[src/rtl/ray_box_slab_intersect_assert.svh]
// Assertion macros shared by the ray-box slab test RTL.
`ifndef RAY_BOX_SLAB_INTERSECT_ASSERT_SVH
`define RAY_BOX_SLAB_INTERSECT_ASSERT_SVH

// Same-cycle implication, checked out of reset.
`define RBSI_ASSERT_IMP(lbl, ante, cons, msg) \
  lbl: assert property (@(posedge clk) disable iff (!rst_n) (ante) |-> (cons)) \
    else $error(msg);

// Next-cycle implication, checked out of reset.
`define RBSI_ASSERT_NXT(lbl, ante, cons, msg) \
  lbl: assert property (@(posedge clk) disable iff (!rst_n) (ante) |=> (cons)) \
    else $error(msg);

`endif

[src/rtl/rbsi_pkg.sv]
// Shared types and constants for the ray-box slab test.
package rbsi_pkg;

  localparam int QW        = 32;
  localparam int DIV_STEPS = QW;
  // load stage + one stage per quotient bit + saturation stage
  localparam int DIV_LAT   = DIV_STEPS + 2;
  localparam int NAXIS     = 3;

  localparam logic signed [QW-1:0] SAT_HI = {1'b0, {(QW-1){1'b1}}};
  localparam logic signed [QW-1:0] SAT_LO = {1'b1, {(QW-1){1'b0}}};
  localparam logic signed [QW-1:0] MISS_T = 32'shFFFF0000;

  typedef logic signed [QW-1:0] q_t;

  typedef enum logic [2:0] {
    CFG_MIN_X = 3'd0,
    CFG_MIN_Y = 3'd1,
    CFG_MIN_Z = 3'd2,
    CFG_MAX_X = 3'd3,
    CFG_MAX_Y = 3'd4,
    CFG_MAX_Z = 3'd5
  } cfg_idx_t;

  // Per-request data that travels beside the dividers.
  typedef struct packed {
    q_t               t0;
    q_t               t1;
    logic [NAXIS-1:0] dneg;
    logic [NAXIS-1:0] dzero;
    logic [NAXIS-1:0] in_box;
  } side_t;

endpackage

[src/rtl/rbsi_div_pipe.sv]
// Pipelined saturating Q16.16 divider, one quotient bit per stage.
module rbsi_div_pipe (
  input  logic                 clk,
  input  logic                 en,
  input  logic [32:0]          num_abs,
  input  logic [31:0]          den_abs,
  input  logic                 neg,
  output rbsi_pkg::q_t         q
);
  import rbsi_pkg::*;

  logic [QW-1:0] rem_r  [0:DIV_STEPS];
  logic [QW-1:0] den_r  [0:DIV_STEPS];
  logic [QW-1:0] nq_r   [0:DIV_STEPS];
  logic          ovf_r  [0:DIV_STEPS];
  logic          neg_r  [0:DIV_STEPS];
  q_t            q_r;

  // Load: quotient of 2^32 or more saturates; else the top bits start below den.
  always_ff @(posedge clk) begin
    if (en) begin
      rem_r[0] <= {15'd0, num_abs[32:16]};
      nq_r[0]  <= {num_abs[15:0], 16'd0};
      den_r[0] <= den_abs;
      ovf_r[0] <= {15'd0, num_abs} >= {den_abs, 16'd0};
      neg_r[0] <= neg;
    end
  end

  for (genvar k = 0; k < DIV_STEPS; k++) begin : g_step
    logic [QW:0] trial;
    logic        take;
    assign trial = {rem_r[k], nq_r[k][QW-1]};
    assign take  = trial >= {1'b0, den_r[k]};
    always_ff @(posedge clk) begin
      if (en) begin
        rem_r[k+1] <= take ? QW'(trial - {1'b0, den_r[k]}) : trial[QW-1:0];
        nq_r[k+1]  <= {nq_r[k][QW-2:0], take};
        den_r[k+1] <= den_r[k];
        ovf_r[k+1] <= ovf_r[k];
        neg_r[k+1] <= neg_r[k];
      end
    end
  end

  always_ff @(posedge clk) begin
    if (en) begin
      if (!neg_r[DIV_STEPS]) begin
        q_r <= (ovf_r[DIV_STEPS] || nq_r[DIV_STEPS][QW-1]) ? SAT_HI : q_t'(nq_r[DIV_STEPS]);
      end else begin
        q_r <= (ovf_r[DIV_STEPS] || nq_r[DIV_STEPS] > 32'h80000000) ? SAT_LO
             : q_t'(-nq_r[DIV_STEPS]);
      end
    end
  end

  assign q = q_r;

endmodule

[config.mk]
export PLATFORM = sky130hd
export DESIGN_NAME = rbsi_div_pipe
export DESIGN_NICKNAME = d
export VERILOG_FILES = /design/src/rtl/ray_box_slab_intersect_assert.svh /design/src/rtl/rbsi_pkg.sv /design/src/rtl/rbsi_div_pipe.sv
export SDC_FILE = /design/constraint.sdc
export NUM_CORES = 2
export LEC_CHECK = 0
export BUFFER_PORTS_ARGS = -buffer_cell sky130_fd_sc_hd__buf_2
export CORE_ASPECT_RATIO = 1.75
export CORE_UTILIZATION = 50
export CTS_BUF_LIST = sky130_fd_sc_hd__clkbuf_8
export DETAILED_ROUTE_END_ITERATION = 7
export GPL_ROUTABILITY_DRIVEN = 0
export GPL_TIMING_DRIVEN = 0
export PLACE_DENSITY = 0.65
export SYNTH_ARGS = -nofsm -noshare
export SYNTH_HDL_FRONTEND = slang
export SYNTH_SLANG_ARGS = --single-unit
[constraint.sdc]
create_clock -name clk -period 5.4 [get_ports clk]
set_input_delay 1.62 -clock clk [delete_from_list [all_inputs] [get_ports clk]]
set_output_delay 1.62 -clock clk [all_outputs]
set_load 0.005 [all_outputs]
After elaboration in Yosys (flattened, before gate mapping)
Memories as Yosys holds them, arrays and structs flattened.
Index checks and enable logic that the tools add are counted.
{ "op_classes": {"addsub": 33, "multipliers": 0, "div": 0, "order_cmp": 34, "eq_ne": 0, "shift": 0, "mux": 37, "n_bitwise": 0, "reduce_logical": 2} }
{ "op_table": {"columns": ["operator", "n"], "rows": [
  ["32-bit two-way mux", 35],
  ["33-bit by 32-bit greater-or-equal comparator with 1-bit output", 32],
  ["32-bit subtractor", 32],
  ["33-bit by 48-bit greater-or-equal comparator with 1-bit output", 1],
  ["32-bit greater-than comparator (second input constant)", 1],
  ["32-bit negator", 1],
  ["1-bit logical OR", 2],
  ["1-bit two-way mux", 2]
]} }
{ "totals": {"register_bits": 32, "latch_bits": 0, "ram_bits": 3234, "rom_bits": 0, "in_bits": 68, "output_inout_bits": 32, "elab_cells": 112, "memories": 5} }
{ "memory_table": {"columns": ["name", "depth", "width", "rd", "rd_ports_with_merged_regs", "wr", "line_no", "source"], "rows": [
  ["den_r", 33, 32, 32, 0, 33, "rbsi_div_pipe.sv:13", "logic [QW-1:0] den_r [0:DIV_STEPS];"],
  ["nq_r", 33, 32, 33, 0, 33, "rbsi_div_pipe.sv:14", "logic [QW-1:0] nq_r [0:DIV_STEPS];"],
  ["rem_r", 33, 32, 32, 0, 33, "rbsi_div_pipe.sv:12", "logic [QW-1:0] rem_r [0:DIV_STEPS];"],
  ["neg_r", 33, 1, 33, 0, 33, "rbsi_div_pipe.sv:16", "logic neg_r [0:DIV_STEPS];"],
  ["ovf_r", 33, 1, 33, 0, 33, "rbsi_div_pipe.sv:15", "logic ovf_r [0:DIV_STEPS];"]
]} }

Depth between registers and ports, before layout
{ "depth": {"depth_word": 4, "ltp_mapped": 16, "depth_no_buf": 15} }

Least setup slack after synthesis
Ideal clock, no wire load.
{ "synth_path": {"path_kind": "reg2reg", "from": "mem rem_r[30][9], in the netlist rem_r[0][969]", "to": "mem rem_r[31][3], in the netlist rem_r[0][995], data pin", "setup_ns": 0.260, "arrival_time_ns": 3.806, "required_ns": 5.140, "path_slack_ns": 1.334, "stages_incl_launch_ff": 13, "n_path_buf": 1, "period_less_slack_ns": 4.066, "path_cell_list": "edfxtp_1 ha_1 a41oi_1 o21ai_0 a221o_1 a31o_2 a41oi_1 o21ai_1 a311oi_1 o21ai_0 a2111oi_2 clkbuf_1 mux2_2"} }
{ "synth_lines": {"columns": ["element", "line_no"], "rows": [
  ["start, declared", "rbsi_div_pipe.sv:12"]
]} }

==> summary.txt <==
ys flop type: edfxtp_1
leading area contributor after synthesis: edfxtp_1
Post-Syn Nets: 13600
run status: finished, violations left
power per standard cell area: 594 mW/mm²
Tot Pwr: 95.8 mW
Synth Instances: 12400
normalized max-slew margin: 6.02%
Num CTS Buffers: 418
Leak Pwr: 65.6 nW
final instance area: 0.161 mm²
Clock Path Buffers: 4
Crit. End Element: register
# hold bufs at CTS: 0
failing checks: negative setup slack
vias per inst: 5.88
remaining global-route overflow: 0
Max-Cap Viols: 0
placed cell areas: 0.153 mm²
register area share after synthesis: 57.1%
worst hold margin: 380 ps
dpl cells: 16400
pre-CTS setup slack: -1100 ps
Critical Path AT: 6310 ps
H-tree levels: 5
count leader, synth: edfxtp_1
Initial DRC Count: 6610
Register-to-Register Path Depth: 13
Ports: 100
layout cells sized above 1: 8.58%
drt pass-1 iters: 8
Max Clk Rate: 184 MHz
Worst R2R End: rem_r[0][251]$_DFFE_PP_
Synth top area share: 57.1%
fillers: 24300
DRC errors left: 0
Core Area: 0.293 mm²
worst reg2reg path startpoint: rem_r[0][194]$_DFFE_PP_
Clock Latency Late Sink: 1110 ps
flop-to-flop setup slack: -40 ps
Root Buffer: clkbuf_8
initial antenna violation count: 19
pin count of the biggest net entering global routing: 182
crit path to: rem_r[0][251]$_DFFE_PP_
RSZ-0062 raised after global routing: no
Netlist cell types: 84
area grow syn2layout: 9.65%
Least-Margin Pin Slew: 1400 ps
Max FO, Critical Path: 10
initial core utilization: 50.2%
global-route wire length before repair: 595000 µm
Nets: 14100
# rows: 263
Final period util: 101%
Routed Antenna Nets: 0
async set-or-reset flop fraction in the synthesized netlist: 0%
register area: 0.0839 mm²
GRT Total Usage: 26.7%
CP startpoint: rem_r[0][194]$_DFFE_PP_
main area contributors after synthesis: edfxtp_1, ha_1, inv_1
die area: 0.296 mm²
Avg WL per Cell: 23.4 µm
die height: 720 µm
CTS tree: yes
worst min-delay path class: register to register
Setup Crit Path Kind: register to register
dpl hpwl: 307000 µm
#FFs+latches synth: 2795
Setup-failing EPs final: 6
vias in the first global route: 105000
Clock Skew: 108 ps
YS warnings: 0
DRT Wirelength: 402000 µm
Fin. Hold Viols: 0
Fin Setup TNS: -103 ps
worst vdd ir: 0.000325 V
required time worst endpoint: 6270 ps
Final Util: 55.1%
Synth top cells by count: edfxtp_1, inv_1, ha_1
Max Slew Vio Count: 0
port bufs: 99
DR vias: 101000
clock sinks: 2795
number of synthesized flops with an enable pin: 2795
startpoint types: register
syn avg cell area: 11.8 µm²
crit path time final: 5440 ps
Clk pin slew, worst setup/hold paths: 60 ps
Multi-input gate area: 0.0575 mm²
Final Worst Setup Slack: -42.5 ps
Final Non-Filler Cells: 17200
Post-Syn Area: 0.147 mm²
DIE WIDTH: 412 µm
-- cell families after synthesis --
| logic type | Yosys count | share of synthesized area, % |
|---|---|---|
| fa+ha+maj | 1058 | 9.16 |
| buf+inv | 1555 | 3.97 |
| simple gates | 2636 | 8.63 |
| mux | 358 | 2.72 |
| flops | 2795 | 57.1 |
| xor+xnor | 816 | 4.86 |
| compound gates | 3219 | 13.6 |
-- critical path: stages (launching register included) --
cell and delay [ps]:
edfxtp_1 450, ha_1 400, nand3_1 550, a21oi_1 70, a311o_1 430, a211oi_1 780
a211oi_1 280, o21a_1 290, nand4_1 100, and3_1 190, a22o_2 490, clkdlybuf4s15_1 890
nand2_1 140, o31ai_1 110
-- flip-flops by register name, indices dropped and copies added (netlist names) --
name / flops
rem_r: 1009
den_r: 1024
nq_r: 664
neg_r: 33
ovf_r: 33
q: 32
-- per-layer routing --
metal	GRT usage [%]	up-vias	wire length [µm]
li1	-	46900	-
met1	20.0	48300	110000
met3	4.74	1885	18500
met4	28.4	8	51100
met2	52.4	3794	222000
met5	0	-	65
-- layout by cell type (no fill, tap or decap), types with 73 or more instances in the layout --
cell type / instances
nand2_1: 865
o21a_1: 130
nand4_1: 144
nor3_1: 125
nand3_1: 205
ha_1: 1027
nor2b_1: 166
inv_1: 1395
edfxtp_1: 2795
clkinv_1: 86
nor2_1: 598
mux2_2: 328
clkbuf_1: 224
o21ai_0: 881
xnor2_1: 486
o31ai_1: 73
o21bai_1: 114
a21o_1: 474
a31oi_1: 84
clkinv_2: 79
clkbuf_8: 421
xor2_1: 330
buf_2: 100
a21oi_1: 922
nand2b_1: 175
and3_1: 91
-- how the worst min path moves through the flow --
stage | start | to | slack (ps) | depth (start not counted)
floorplan | neg_r[0][9]$_DFFE_PP_ | neg_r[0][10]$_DFFE_PP_ | 400 | 0
global placement | nq_r[10][0]$_DFFE_PP_ | nq_r[11][1]$_DFFE_PP_ | 400 | 0
detailed placement | nq_r[9][25]$_DFFE_PP_ | nq_r[10][26]$_DFFE_PP_ | 400 | 0
CTS | nq_r[24][21]$_DFFE_PP_ | nq_r[25][22]$_DFFE_PP_ | 390 | 0
global route | nq_r[22][13]$_DFFE_PP_ | nq_r[23][14]$_DFFE_PP_ | 390 | 0
finish | nq_r[16][4]$_DFFE_PP_ | nq_r[17][5]$_DFFE_PP_ | 380 | 0
-- layout make-up --
type / instances / share of cell area, %
antenna: 19 / 0.0295
buffer: 256 / 0.622
clock buffer: 421 / 3.59
clock inverter: 322 / 1.44
inverter: 1296 / 3.02
multi-input combinational: 8087 / 35.6
sequential: 2795 / 52.0
tap: 3842 / 2.98
timing repair buffer: 122 / 0.656
-- power breakdown --
part | switching (mW) | internal (mW) | total [mW]
Clock | 8.45 | 8.84 | 17.3
Combinational | 26.3 | 17.5 | 43.8
Sequential | 3.29 | 31.3 | 34.6
-- repair_timing --
action,in CTS,in global routing
cloned,0,2
setup buffers,1,0
hold endpoints to repair,0,0
pin swaps,1,0
resized for setup,29,48
setup endpoints to repair,205,351
Power figures use the tool's default switching activity.
